--- src/hdl/bba_pkg.sv ---
`timescale 1ns / 1ps
// ----------------------------------------------------------------------------
// Bucketed bump allocator package
// Shared widths, codes, defaults and the pipeline record between stages.
// ----------------------------------------------------------------------------
package bba_pkg;

    localparam int HANDLE_W     = 32;
    localparam int SIZE_W       = 20;
    localparam int BUCKET_IDX_W = 12;
    localparam int OFFSET_OUT_W = 20;
    localparam int STATUS_W     = 3;

    localparam int DEF_OFFSET_BITS  = 20;
    localparam int DEF_MAX_BUCKETS  = 4096;
    localparam int DEF_HEADER_BYTES = 4;

    localparam logic [HANDLE_W-1:0] ALIGN_MASK = ~(HANDLE_W'(3));
    localparam logic [HANDLE_W-1:0] ALIGN_ADD  = HANDLE_W'(3);

    typedef enum logic {
        REQ_ALLOC = 1'b0,
        REQ_CHECK = 1'b1
    } req_type_t;

    typedef enum logic [STATUS_W-1:0] {
        ST_OK           = 3'd0,
        ST_SIZE_TOO_BIG = 3'd1,
        ST_EXHAUSTED    = 3'd2,
        ST_OUT_OF_RANGE = 3'd3,
        ST_UNEXP_NULL   = 3'd4
    } status_t;

    typedef struct packed {
        logic [HANDLE_W-1:0]     handle;
        logic [BUCKET_IDX_W-1:0] bidx;
        logic [OFFSET_OUT_W-1:0] boff;
        logic                    is_null;
        status_t                 status;
        logic                    chk;
        logic                    use_cur;
        logic [HANDLE_W-1:0]     fill;
    } s1_t;

    function automatic longint unsigned bucket_limit(input int ob, input int mb);
        longint unsigned addr_buckets;
        addr_buckets = 64'd1 << (HANDLE_W - ob);
        return (longint'(mb) < addr_buckets) ? longint'(mb) : addr_buckets;
    endfunction

endpackage

--- src/hdl/bba_resolve.sv ---
`timescale 1ns / 1ps
// ----------------------------------------------------------------------------
// Check resolve and result register
// Compares a checked offset with the fill from the table or the live bucket
// and holds the result until the consumer takes it.
// ----------------------------------------------------------------------------
module bba_resolve import bba_pkg::*; #(
    parameter int OFFSET_BITS  = DEF_OFFSET_BITS,
    parameter int HEADER_BYTES = DEF_HEADER_BYTES
) (
    input  logic                    aclk,
    input  logic                    aresetn,
    input  logic                    accept,
    input  s1_t                     s1_in,
    input  logic [OFFSET_BITS-1:0]  tbl_rd_data,
    output logic                    s_ready,
    output logic                    m_valid,
    input  logic                    m_ready,
    output logic [HANDLE_W-1:0]     m_handle_out,
    output logic [BUCKET_IDX_W-1:0] m_bucket_index,
    output logic [OFFSET_OUT_W-1:0] m_bucket_offset,
    output logic                    m_is_null,
    output logic [STATUS_W-1:0]     m_status
);

    localparam logic [HANDLE_W-1:0] OFF_MASK =
        HANDLE_W'((64'd1 << OFFSET_BITS) - 64'd1);
    localparam logic [HANDLE_W-1:0] HDR = HANDLE_W'(HEADER_BYTES);

    logic                    s1_valid_reg, s1_valid_next;
    s1_t                     s1_reg;
    logic                    out_valid_reg, out_valid_next;
    logic [HANDLE_W-1:0]     out_handle_reg;
    logic [BUCKET_IDX_W-1:0] out_bidx_reg;
    logic [OFFSET_OUT_W-1:0] out_boff_reg;
    logic                    out_null_reg;
    status_t                 out_status_reg, status_res;
    logic [HANDLE_W-1:0]     fill32, off32;
    logic                    adv, bad;

    always_comb begin
        adv    = !out_valid_reg || m_ready;
        fill32 = s1_reg.use_cur ? s1_reg.fill : HANDLE_W'(tbl_rd_data);
        off32  = s1_reg.handle & OFF_MASK;
        bad    = s1_reg.chk && ((off32 - HDR) > fill32);
        status_res = bad ? ST_OUT_OF_RANGE : s1_reg.status;

        s1_valid_next = s1_valid_reg;
        if (accept) begin
            s1_valid_next = 1'b1;
        end else if (adv) begin
            s1_valid_next = 1'b0;
        end

        out_valid_next = out_valid_reg;
        if (adv) begin
            out_valid_next = s1_valid_reg;
        end
    end

    assign s_ready = !s1_valid_reg || adv;

    always_ff @(posedge aclk) begin
        if (!aresetn) begin
            s1_valid_reg  <= 1'b0;
            out_valid_reg <= 1'b0;
        end else begin
            s1_valid_reg  <= s1_valid_next;
            out_valid_reg <= out_valid_next;
        end
    end

    always_ff @(posedge aclk) begin
        if (accept) begin
            s1_reg <= s1_in;
        end
        if (adv && s1_valid_reg) begin
            out_handle_reg <= s1_reg.handle;
            out_bidx_reg   <= s1_reg.bidx;
            out_boff_reg   <= s1_reg.boff;
            out_null_reg   <= s1_reg.is_null;
            out_status_reg <= status_res;
        end
    end

    assign m_valid         = out_valid_reg;
    assign m_handle_out    = out_handle_reg;
    assign m_bucket_index  = out_bidx_reg;
    assign m_bucket_offset = out_boff_reg;
    assign m_is_null       = out_null_reg;
    assign m_status        = out_status_reg;

endmodule

--- config.mk ---
export PLATFORM = sky130hd
export DESIGN_NAME = bba_resolve
export DESIGN_NICKNAME = d
export VERILOG_FILES = /design/src/hdl/bba_pkg.sv /design/src/hdl/bba_resolve.sv
export SDC_FILE = /design/constraint.sdc
export NUM_CORES = 1
export LEC_CHECK = 0
export BUFFER_PORTS_ARGS = -buffer_cell sky130_fd_sc_hd__buf_2
export CORE_UTILIZATION = 51
export DETAILED_ROUTE_END_ITERATION = 10
export PLACE_DENSITY = 0.78
export REMOVE_ABC_BUFFERS = 1
export SYNTH_ARGS = -nofsm -noshare
export SYNTH_HDL_FRONTEND = slang
export SYNTH_SLANG_ARGS = --single-unit
--- constraint.sdc ---
create_clock -name aclk -period 6.03 [get_ports aclk]
set_clock_uncertainty 0.15 [all_clocks]
set_input_delay 1.206 -clock aclk [delete_from_list [all_inputs] [get_ports aclk]]
set_output_delay 1.206 -clock aclk [all_outputs]
set_load 0.01 [all_outputs]
==> run metrics <==
outcome=finished, final reports clean; Post-CTS Hold Buffers=0; Final setup violation count=0; RePlAce Congestion=0.849; cts bufs inserted=17; global-route wire length before repair=19300 µm; most instantiated library cell after synthesis=edfxtp_1; initial core utilization=52.1%; Power Density=320 mW/mm²; Synth area leaders=edfxtp_1 (78%), ha_1 (5.7%), mux2i_1 (3.1%); CTS resizes=0; sequential fraction of the synthesis area=78.5%; Syn Area/Cell=18.4 µm²; row count=41; Synth top area share=77.9%; Skew-Pair Late Insertion Delay=430 ps; full die area=0.0133 mm²; P_int=2.04 mW; clock power share=37.8%; # fillers=857; Worst Setup Path Type=reg2reg; max-slew violation count=0; number of DRC markers in iteration 0=236; final worst slack=1810 ps; Clock Tree Buf Depth=2; Post-Syn Area=0.00655 mm²; Hold WC Path Type=reg2reg; worst vdd ir=0.000397 V; Setup Buffers After CTS=0; pin count of the biggest net entering global routing=64; vias in the first global route=3752; Antenna diodes=0; Tcrit/Tclk final=70.1%; hpwl dp=9300 µm; Sink Count=172; Core Box Area=0.0126 mm²; RSZ-0062 raised after global routing=no; Tot Pwr=2.66 mW; number of antenna violations at the first check in global routing=1; Final min period=4220 ps; I/O pin count=196; Fin Hold WS=269 ps; gr usage total=20.5%; synth unique cells=41; CP Launch Type=flop; 1st-pass router iterations=4; kind of end point of the critical path=flop; yosys warns=0; Net Sw Frac=23.3%; Largest register FFs=82; Seq cells post-synth=172; P_leak=3.40 nW; Worst Path Max Fanout=6; combinational group share of total power=7.9%; grt total ovfl=0; fmax=237 MHz; clk root buf=clkbuf_16; Nets=725; count of input and output buffers=195; Synth Flop Type=edfxtp_1; Critical Path RT=6050 ps; Net Sw Power=0.620 mW; final hold vios=0; CTS tree=done; DR vias/cell=5.07; Max Cap Violations=0; Place WS=1870 ps; layout cells sized above 1=40.9%; Wirelength per Cell=17.3 µm; number of synthesized flops with an enable pin=170; Die X=115 µm; Seq pwr share=54.4%; CP arrival=4250 ps; Synth async-reset ratio=0%; R2R Setup Slk=1810 ps; clock slew at reported path FFs=60 ps; Max H-tree Level=4; Post-synth top cells=edfxtp_1 (170), ha_1 (30), nand2_1 (26); setup TNS=0 ps; Slew headroom=40.7%; area leader, netlist=edfxtp_1; DIE HEIGHT=115 µm; pin slew with the least headroom to its limit=882 ps; routed via count=3821; post-route ant nets=0; Mapped Cells=356; Detailed Route WL=13000 µm; Area Overhead vs Synth=26.7%; DRC=0
logic make-up (layout without fill, tap and decap cells):
family / Yosys count / count (layout) / share of synthesized area, %
compound gates: 34 / 34 / 3.88
xor+xnor: 15 / 15 / 2.01
fa+ha+maj: 30 / 30 / 5.73
buf+inv: 9 / 235 / 0.516
flops: 172 / 172 / 78.5
mux: 21 / 21 / 3.23
simple gates: 75 / 75 / 6.11
per-layer routing:
layer  share of wire, %  up-vias  global-route usage, %
li1                   -     1829                      -
met3                 10       20                   10.4
met2                 48      175                   33.3
met4                1.1        2                   7.45
met5              0.077        -                      0
met1                 41     1795                   23.2
power groups by stage:
stage	Combinational [mW]	Clock [mW]	Sequential (mW)
floorplan	0.0833	0	1.48
global placement	0.202	0	1.47
detailed placement	0.210	0	1.47
CTS	0.211	1.03	1.45
global route	0.233	1.07	1.45
finish	0.209	1.00	1.45
critical path, cell delays in order (launching register included):
cell,delay (ps)
edfxtp_1,500
or4_4,600
or4_4,490
nor3_1,700
ha_1,310
nand3_1,130
nor2_1,160
nand4_1,110
mux2i_1,240
o311ai_0,180
a31oi_1,330
nor2b_1,80
cells in the final DEF (no fill, tap or decap), types with 5 or more instances in the layout:
cell type	synthesis	final
clkbuf_16	0	17
nand4_1	5	5
xor2_1	12	12
buf_2	0	194
inv_1	5	5
nor4_1	6	6
inv_6	0	5
edfxtp_1	170	170
nor3_1	7	7
a21oi_1	7	7
ha_1	30	30
nor2_1	12	12
o21ai_0	6	6
mux2i_1	20	20
nand2_1	26	26
final cells by class:
cell class / instances / area (µm²) / share of cell area [%]
flip-flops and latches: 172 / 5140 / 62.0
multi-input cells: 175 / 1380 / 16.6
repair buffers: 198 / 1000 / 12.1
clock buffers: 18 / 429 / 5.17
well taps: 172 / 215 / 2.59
clock inverters: 14 / 110 / 1.33
inverters: 5 / 18.8 / 0.226
worst paths after layout:
| kind | from | to | cells past startpoint |
|---|---|---|---|
| setup / recovery | off32[12] | m_status[2] | 11 |
| hold / removal | s1_reg[57] | m_bucket_offset[19] | 0 |
| setup reg to reg | off32[12] | m_status[2] | 11 |
| hold reg to reg | s1_reg[57] | m_bucket_offset[19] | 0 |
per-stage QoR:
stage                     instances  cell area, µm²  utilization (%)
after floorplan                 352            6540                -
after CTS                       754            8300             66.0
after global routing            754            8300             66.0
final                           754            8300             66.0
after global placement          722            7760             61.7
after detailed placement        722            7760             61.7
Power figures use the tool's default switching activity.
