==> src/hdl/bba_pkg.sv <==
`timescale 1ns / 1ps
// ----------------------------------------------------------------------------
// Bucketed bump allocator package
// Shared widths, codes, defaults and the pipeline record between stages.
// ----------------------------------------------------------------------------
package bba_pkg;

    localparam int HANDLE_W     = 32;
    localparam int SIZE_W       = 20;
    localparam int BUCKET_IDX_W = 12;
    localparam int OFFSET_OUT_W = 20;
    localparam int STATUS_W     = 3;

    localparam int DEF_OFFSET_BITS  = 20;
    localparam int DEF_MAX_BUCKETS  = 4096;
    localparam int DEF_HEADER_BYTES = 4;

    localparam logic [HANDLE_W-1:0] ALIGN_MASK = ~(HANDLE_W'(3));
    localparam logic [HANDLE_W-1:0] ALIGN_ADD  = HANDLE_W'(3);

    typedef enum logic {
        REQ_ALLOC = 1'b0,
        REQ_CHECK = 1'b1
    } req_type_t;

    typedef enum logic [STATUS_W-1:0] {
        ST_OK           = 3'd0,
        ST_SIZE_TOO_BIG = 3'd1,
        ST_EXHAUSTED    = 3'd2,
        ST_OUT_OF_RANGE = 3'd3,
        ST_UNEXP_NULL   = 3'd4
    } status_t;

    typedef struct packed {
        logic [HANDLE_W-1:0]     handle;
        logic [BUCKET_IDX_W-1:0] bidx;
        logic [OFFSET_OUT_W-1:0] boff;
        logic                    is_null;
        status_t                 status;
        logic                    chk;
        logic                    use_cur;
        logic [HANDLE_W-1:0]     fill;
    } s1_t;

    function automatic longint unsigned bucket_limit(input int ob, input int mb);
        longint unsigned addr_buckets;
        addr_buckets = 64'd1 << (HANDLE_W - ob);
        return (longint'(mb) < addr_buckets) ? longint'(mb) : addr_buckets;
    endfunction

endpackage

==> src/hdl/bba_front.sv <==
`timescale 1ns / 1ps
// ----------------------------------------------------------------------------
// Allocator front stage
// Holds the current bucket and fill, serves allocations, closes buckets into
// the fill table and prepares check requests for the resolve stage.
// ----------------------------------------------------------------------------
module bba_front import bba_pkg::*; #(
    parameter int OFFSET_BITS  = DEF_OFFSET_BITS,
    parameter int MAX_BUCKETS  = DEF_MAX_BUCKETS,
    parameter int HEADER_BYTES = DEF_HEADER_BYTES,
    parameter int CB_W         = 12
) (
    input  logic                   aclk,
    input  logic                   aresetn,
    input  logic                   accept,
    input  logic                   req_type,
    input  logic [SIZE_W-1:0]      alloc_size,
    input  logic [HANDLE_W-1:0]    handle_in,
    input  logic                   null_ok,
    output s1_t                    s1_data,
    output logic                   tbl_wr_en,
    output logic [CB_W-1:0]        tbl_wr_addr,
    output logic [OFFSET_BITS-1:0] tbl_wr_data,
    output logic                   tbl_rd_en,
    output logic [CB_W-1:0]        tbl_rd_addr
);

    localparam longint unsigned LIMIT = bucket_limit(OFFSET_BITS, MAX_BUCKETS);
    localparam logic [HANDLE_W-1:0] DATA_BYTES =
        HANDLE_W'((64'd1 << OFFSET_BITS) - 64'(HEADER_BYTES));
    localparam logic [HANDLE_W-1:0] OFF_MASK =
        HANDLE_W'((64'd1 << OFFSET_BITS) - 64'd1);
    localparam logic [HANDLE_W-1:0] HDR = HANDLE_W'(HEADER_BYTES);
    localparam logic [HANDLE_W:0]   LIMIT_W = (HANDLE_W+1)'(LIMIT);

    logic [CB_W-1:0]        cur_reg, cur_next;
    logic [OFFSET_BITS-1:0] fill_reg, fill_next;

    logic [HANDLE_W-1:0] cur32, cur_inc32, fill32, size32, aligned32, base32;
    logic [HANDLE_W-1:0] bucket32, off32, bucket_sel32, off_alloc32;
    logic                too_big, need_new, last_bucket, alloc_go, is_alloc;

    always_comb begin
        is_alloc    = (req_type == REQ_ALLOC);
        cur32       = HANDLE_W'(cur_reg);
        cur_inc32   = cur32 + HANDLE_W'(1);
        fill32      = HANDLE_W'(fill_reg);
        size32      = HANDLE_W'(alloc_size);
        aligned32   = (fill32 + ALIGN_ADD) & ALIGN_MASK;
        too_big     = (size32 >= DATA_BYTES);
        need_new    = (aligned32 > DATA_BYTES) || (size32 > (DATA_BYTES - aligned32));
        last_bucket = ((HANDLE_W+1)'(cur32) + (HANDLE_W+1)'(1)) >= LIMIT_W;
        base32      = need_new ? '0 : aligned32;
        alloc_go    = accept && is_alloc && !too_big && !(need_new && last_bucket);
        bucket_sel32 = need_new ? cur_inc32 : cur32;
        off_alloc32  = HDR + base32;

        bucket32 = handle_in >> OFFSET_BITS;
        off32    = handle_in & OFF_MASK;

        cur_next  = cur_reg;
        fill_next = fill_reg;
        if (alloc_go) begin
            if (need_new) begin
                cur_next = cur_reg + CB_W'(1);
            end
            fill_next = OFFSET_BITS'(base32 + size32);
        end

        tbl_wr_en   = alloc_go && need_new;
        tbl_wr_addr = cur_reg;
        tbl_wr_data = fill_reg;
        tbl_rd_en   = accept && !is_alloc;
        tbl_rd_addr = bucket32[CB_W-1:0];

        s1_data         = '0;
        s1_data.status  = ST_OK;
        s1_data.fill    = fill32;
        if (is_alloc) begin
            if (too_big) begin
                s1_data.status = ST_SIZE_TOO_BIG;
            end else if (need_new && last_bucket) begin
                s1_data.status = ST_EXHAUSTED;
            end else begin
                s1_data.handle = (bucket_sel32 << OFFSET_BITS) + off_alloc32;
                s1_data.bidx   = bucket_sel32[BUCKET_IDX_W-1:0];
                s1_data.boff   = off_alloc32[OFFSET_OUT_W-1:0];
            end
        end else if (handle_in == '0) begin
            s1_data.is_null = null_ok;
            s1_data.status  = null_ok ? ST_OK : ST_UNEXP_NULL;
        end else begin
            s1_data.handle = handle_in;
            s1_data.bidx   = bucket32[BUCKET_IDX_W-1:0];
            s1_data.boff   = off32[OFFSET_OUT_W-1:0];
            if ((bucket32 > cur32) || (off32 < HDR)) begin
                s1_data.status = ST_OUT_OF_RANGE;
            end else begin
                s1_data.chk     = 1'b1;
                s1_data.use_cur = (bucket32 == cur32);
            end
        end
    end

    always_ff @(posedge aclk) begin
        if (!aresetn) begin
            cur_reg  <= '0;
            fill_reg <= '0;
        end else begin
            cur_reg  <= cur_next;
            fill_reg <= fill_next;
        end
    end

endmodule

==> config.mk <==
export PLATFORM = sky130hd
export DESIGN_NAME = bba_front
export DESIGN_NICKNAME = d
export VERILOG_FILES = /design/src/hdl/bba_pkg.sv /design/src/hdl/bba_front.sv
export SDC_FILE = /design/constraint.sdc
export NUM_CORES = 1
export LEC_CHECK = 0
export ABC_AREA = 1
export CAP_MARGIN = 20
export CORE_MARGIN = 4
export CORE_UTILIZATION = 45
export DETAILED_ROUTE_END_ITERATION = 16
export DONT_BUFFER_PORTS = 1
export PLACE_DENSITY = 0.68
export SLEW_MARGIN = 20
export SYNTH_ARGS = -nofsm -noshare
export SYNTH_HDL_FRONTEND = slang
export SYNTH_SLANG_ARGS = --single-unit
export TNS_END_PERCENT = 100
==> constraint.sdc <==
create_clock -name aclk -period 11.8 [get_ports aclk]
set_input_delay 0.59 -clock aclk [delete_from_list [all_inputs] [get_ports aclk]]
set_output_delay 0.59 -clock aclk [all_outputs]
set_load 0.01 [all_outputs]
==> flow_metrics.tcl, run 1 <==
set metrics [dict create \
    status "finished clean" \
    whs_ns 0.436 \
    wl_per_cell_um 17.7 \
    routed_via_density 5.53 \
    synth_cell_types 50 \
    crit_arrival_ns 5.89 \
    antenna_found_initial 0 \
    synth_seq_cells 32 \
    max-clock-path-buffers 2 \
    worstSetupStartpointType "register" \
    synth_area_um2 5480 \
    cts_buffers 5 \
    cp_max_fo 24 \
    yosys_warnings 0 \
    ys_async_sr_fraction 0 \
    synth_top_area_share 0.150 \
    fp.dieW_um 118 \
    ir_worst_vdd_uv 50.9 \
    worstSetupPathType "register to output pin" \
    setup_viol 0 \
    io_pins 205 \
    drtPass1Iterations 5 \
    drtIter0Drc 455 \
    crit_required_ns 11.21 \
    yosys-top-cells-area "nand2_1 15%, dfxtp_1 12%, ha_1 12%, buf_4 9.3%, inv_1 7.4%" \
    drc 0 \
    clk_latency_ns 0.29 \
    p_clk_frac 0.345 \
    post-cts-setup-buffers 0 \
    synth_edf_count 0 \
    numPortBuffers 0 \
    hold_class "primary input to register" \
    leakage_nw 2.63 \
    die-area_um2 14000 \
    syn_area_per_cell_um2 6.03 \
    synth_most_common_cell "nand2_1" \
    htree_levels 2 \
    wl_um 17500 \
    path_clk_slew_ns 0.06 \
    grt_usage 0.243 \
    fin_util 0.443 \
    fin_nets 954 \
    final_area_um2 5300 \
    p_per_area_nw_per_um2 89.5 \
    dieHeight_um 118 \
    relSlewSlack 0.386 \
    tns_ns 0 \
    drtAntennaViolNets 0 \
    p_int_w 0.000281 \
    yosys-top-cells-count "219 x nand2_1, 108 x inv_1, 96 x nor2_1" \
    ys_seq_area_frac 0.117 \
    comb_power_share 0.372 \
    dpl_cell_area_um2 5110 \
    cts_hold_buffers 0 \
    synth_cells 909 \
    gr-total-overflow 0 \
    netSwitchingFraction 0.407 \
    min_period_ns 6.48 \
    fmax_mhz 154 \
    cts_sinks 32 \
    worst_slew_pin_slew_ns 0.912 \
    diodes 0 \
    finalClockSkew_ns 0.00733 \
    path_common_cell "nand2_1" \
    rows 40 \
    hold_viol_final 0 \
    drv_slew 0 \
    slowest_delay_ns 0.50 \
    grt_max_degree 32 \
    period_share 0.549 \
    synth-main-ff-cell "dfxtp_1" \
    grt_pass1_vias 5010 \
    cts_resized 0 \
    p_total_w 0.000474 \
    drv_cap 0 \
    dp.final_hpwl_um 14600 \
    switching_power_w 0.000193 \
    vias 5487 \
    grt_pass1_wl_um 27400 \
    endpoint_kind "output pin" \
    gp_congestion 0.914 \
    drive_above_1_share 0.0722 \
    cts_tree "built" \
    synth_top_cell_by_area "nand2_1" \
    syn2layout_area_growth_pct -3.33 \
    slowest_stage "dfxtp_1" \
    floorplan.initialDensity 0.458 \
    core_region_area_um2 12000 \
    cts-root-buf "clkbuf_16" \
    power_frac_seq 0.284 \
    rsz0062_at_grt "false" \
]
[layout make-up]
cell class | instances | area, um2
fill | 1307 | 6670
multi-input combinational | 687 | 3850
sequential | 32 | 641
inverter | 118 | 443
tap | 147 | 184
clock buffer | 7 | 153
clock inverter | 1 | 30.0
[power by group through the flow]
stage / Combinational (W) / Clock, W / Sequential, W
finish: 0.000176 / 0.000163 / 0.000134
global route: 0.000199 / 0.000169 / 0.000136
floorplan: 0.000167 / 0 / 0.000129
CTS: 0.000174 / 0.000166 / 0.000134
global placement: 0.000173 / 0 / 0.000137
detailed placement: 0.000173 / 0 / 0.000137
[state kept, by name (all words and copies together), names as in the netlist]
name / count
tbl_wr_addr: 12
tbl_wr_data: 20
[critical path: cells and delay by family (launching register included)]
family                   cells  cell delay (ns)
AND/OR/NAND/NOR             23             3.39
AO/OA/AOI/OAI                2             0.36
adder cells (fa/ha/maj)      4             0.99
flip-flops                   1             0.50
buffers and inverters        1             0.08
XOR/XNOR                     1             0.26
[logic make-up after synthesis]
| kind of cell | Yosys count | share of synthesized area |
|---|---|---|
| and+or+nand+nor | 445 | 0.370 |
| buffers and inverters | 203 | 0.190 |
| DFF | 32 | 0.117 |
| AOI/OAI and AO/OA | 147 | 0.154 |
| adders and majority gates | 53 | 0.124 |
| xor gates and xnor gates | 28 | 0.0448 |
| other | 1 | 0.000684 |
[per-layer routing]
metal | global-route usage | routed length [um]
met1 | 0.334 | 8340
met2 | 0.381 | 7490
met3 | 0.0555 | 1330
met4 | 0.0667 | 380
met5 | 0 | 0
[placed cells by master (no fill, tap or decap), drive strengths merged]
master	count
o221ai	1
or2	4
nand3	53
a21o	1
o22ai	5
nand4	27
a21boi	1
nor4	9
a32o	2
nand2	228
nor3	10
clkbuf	7
ha	51
nor2	111
o21bai	3
xor2	22
fa	2
inv	118
bufinv	1
a21oi	55
a41oi	1
a31oi	1
o21ai	64
dfxtp	32
o31ai	3
a211oi	9
o211ai	1
xnor2	6
and2	1
nand3b	2
conb	14
[worst paths after layout]
kind,slack [ns],to,cells past startpoint,from
max reg2reg,5.82,tbl_wr_data[16]$_SDFFE_PN0P_,28,tbl_wr_data[3]$_SDFFE_PN0P_
min,0.44,tbl_wr_data[11]$_SDFFE_PN0P_,2,aresetn
min reg2reg,0.62,tbl_wr_data[2]$_SDFFE_PN0P_,2,tbl_wr_data[2]$_SDFFE_PN0P_
max,5.32,s1_data[98],31,tbl_wr_data[3]$_SDFFE_PN0P_
[stage by stage]
step	worst slack (ns)	std cells
global placement	5.94	984
detailed placement	5.67	984
finish	5.32	992
floorplan	6.64	922
CTS	5.37	992
global route	4.69	992
(Power assumes the default switching activity.)
==> run 2: changes to the inputs <==
==> constraint.sdc (replaced) <==
create_clock -name aclk -period 6.66 [get_ports aclk]
set_input_delay 0.333 -clock aclk [delete_from_list [all_inputs] [get_ports aclk]]
set_output_delay 0.333 -clock aclk [all_outputs]
set_load 0.01 [all_outputs]
==> run 2 against run 1 <==
Net effect: via count increased by 0.51%; worst hold slack got worse by 0.26 ns; clock-buffer cell count down 1; critical path depth stayed put; register-to-register slack lost 4.8 ns; first-iteration DRC count decreased by 30%; sequential power is 78% higher; sequential cell count did not move; utilization is essentially flat; total power up 73%; critical endpoint unchanged.
==> flow_metrics.tcl, run 2 (same netlist as run 1, synthesis figures left out) <==
set metrics [dict create \
    worst_slew_pin_slew_ns 0.918 \
    leakage_nw 2.62 \
    rows 40 \
    floorplan.initialDensity 0.458 \
    startpoint "tbl_wr_data[4]$_SDFFE_PN0P_" \
    drtIter0Drc 320 \
    drv_slew 0 \
    path_clk_slew_ns 0.05 \
    power_frac_seq 0.292 \
    reg2reg_from "tbl_wr_data[4]$_SDFFE_PN0P_" \
    layout_common_cells "219 x nand2_1, 108 x inv_1, 96 x nor2_1" \
    drv_cap 0 \
    drc 0 \
    p_clk_frac 0.325 \
    status "finished clean" \
    fillCellCount 1292 \
    slowest_stage "dfxtp_1" \
    fin_nets 955 \
    largest_reg_flops 20 \
    comb_power_share 0.383 \
    fmax_mhz 167 \
    worstSetupPathType "register to output pin" \
    ir_worst_vdd_uv 116 \
    hold_class "primary input to register" \
    grt_max_degree 32 \
    dieHeight_um 118 \
    ff_latch_area_um2 644 \
    rsz0062_at_grt "false" \
    io_pins 205 \
    min_period_ns 6.00 \
    gp_congestion 0.931 \
    grt_pass1_wl_um 27700 \
    clk_latency_ns 0.29 \
    switching_power_w 0.000340 \
    p_per_area_nw_per_um2 155 \
    fp.dieW_um 118 \
    numPortBuffers 0 \
    crit_arrival_ns 5.67 \
    cts_tree "built" \
    diodes 0 \
    hold_viol_final 0 \
    tns_ns 0 \
    grt_usage 0.245 \
    max-clock-path-buffers 2 \
    holdCritStartpoint "aresetn" \
    dpl_cell_area_um2 5120 \
    netSwitchingFraction 0.415 \
    multiInputGateArea_um2 3850 \
    p_int_w 0.000479 \
    routed_via_density 5.55 \
    htree_levels 2 \
    dp.final_hpwl_um 14500 \
    die-area_um2 14000 \
    cts_sinks 32 \
    wl_um 17400 \
    drive_above_1_share 0.0757 \
    finalClockSkew_ns 0.00729 \
    worstSetupStartpointType "register" \
    final_area_um2 5290 \
    final_common_cell "nand2_1" \
    vias 5515 \
    cts_hold_buffers 0 \
    placement.setup.worst_slack_ns 0.756 \
    cts-root-buf "clkbuf_16" \
    cp_max_fo 24 \
    syn2layout_area_growth_pct -3.38 \
    antenna_found_initial 0 \
    fin_util 0.443 \
    path_common_cell "nand2_1" \
    setup_viol 0 \
    post-cts-setup-buffers 0 \
    drtPass1Iterations 5 \
    period_share 0.901 \
    wl_per_cell_um 17.5 \
    worst_slack_ns 0.657 \
    endpoint_kind "output pin" \
    drtAntennaViolNets 0 \
    slowest_delay_ns 0.51 \
    gr-total-overflow 0 \
    grt_pass1_vias 5050 \
    relSlewSlack 0.381 \
    core_region_area_um2 12000 \
    cts_buffers 5 \
    crit_required_ns 6.33 \
]
## run 2: cell types whose count changed in the layout (fill, tap and decap cells not counted)
cell,change
dfxtp_2,+3
nor2_4,+1
clkbuf_8,-2
clkbuf_1,+1
clkinv_2,+1
dfxtp_1,-3
buf_4,+1
nor2_2,-1
## run 2: through the flow
stage               instances  hold WS [ns]  total power, W
floorplan                 922         0.468        0.000526
global placement          985         0.476        0.000550
detailed placement        985         0.477        0.000551
CTS                       993         0.176        0.000820
global route              993         0.183        0.000874
finish                    993         0.179        0.000819
## run 2: worst paths after layout
check	end	slack, ns	cells after the start
worst max register to register	tbl_wr_data[16]$_SDFFE_PN0P_	1.03	28
worst max-delay path	s1_data[98]	0.66	31
worst min-delay path	tbl_wr_data[3]$_SDFFE_PN0P_	0.18	2
worst min register to register	tbl_wr_data[2]$_SDFFE_PN0P_	0.55	2
## run 2: power groups by stage
stage | clock (W) | sequential [W] | combinational (W)
floorplan | 0 | 0.000229 | 0.000297
global placement | 0 | 0.000243 | 0.000308
detailed placement | 0 | 0.000243 | 0.000308
CTS | 0.000271 | 0.000239 | 0.000310
global route | 0.000276 | 0.000242 | 0.000356
finish | 0.000266 | 0.000239 | 0.000314
## run 2: per-layer routing
metal  up-vias  wire length [um]  global-route usage
li1       2776                 -                   -
met1      2453              8090               0.340
met2       258              7230               0.374
met3        28              1550              0.0536
met4         0               527              0.0842
met5         -                 0                   0
## run 2: critical path, delay by kind of cell, from the launching register on
kind	cells	cell delay [ns]
adder cells (fa/ha/maj)	4	0.95
AO/OA/AOI/OAI	2	0.35
AND/OR/NAND/NOR	23	3.24
XOR/XNOR	1	0.25
buffers and inverters	1	0.08
flip-flops	1	0.51
## run 2: what timing repair did
item	4_1_cts	5_1_grt
resized for setup	0	4
endpoints found under the setup margin	0	7
endpoints found under the hold margin	0	0
## run 2: cell type report
type,instances,area share
timing repair buffer,1,0.00142
sequential,32,0.122
multi-input combinational,687,0.727
clock buffer,6,0.0243
tap,147,0.0347
clock inverter,2,0.00662
inverter,118,0.0837
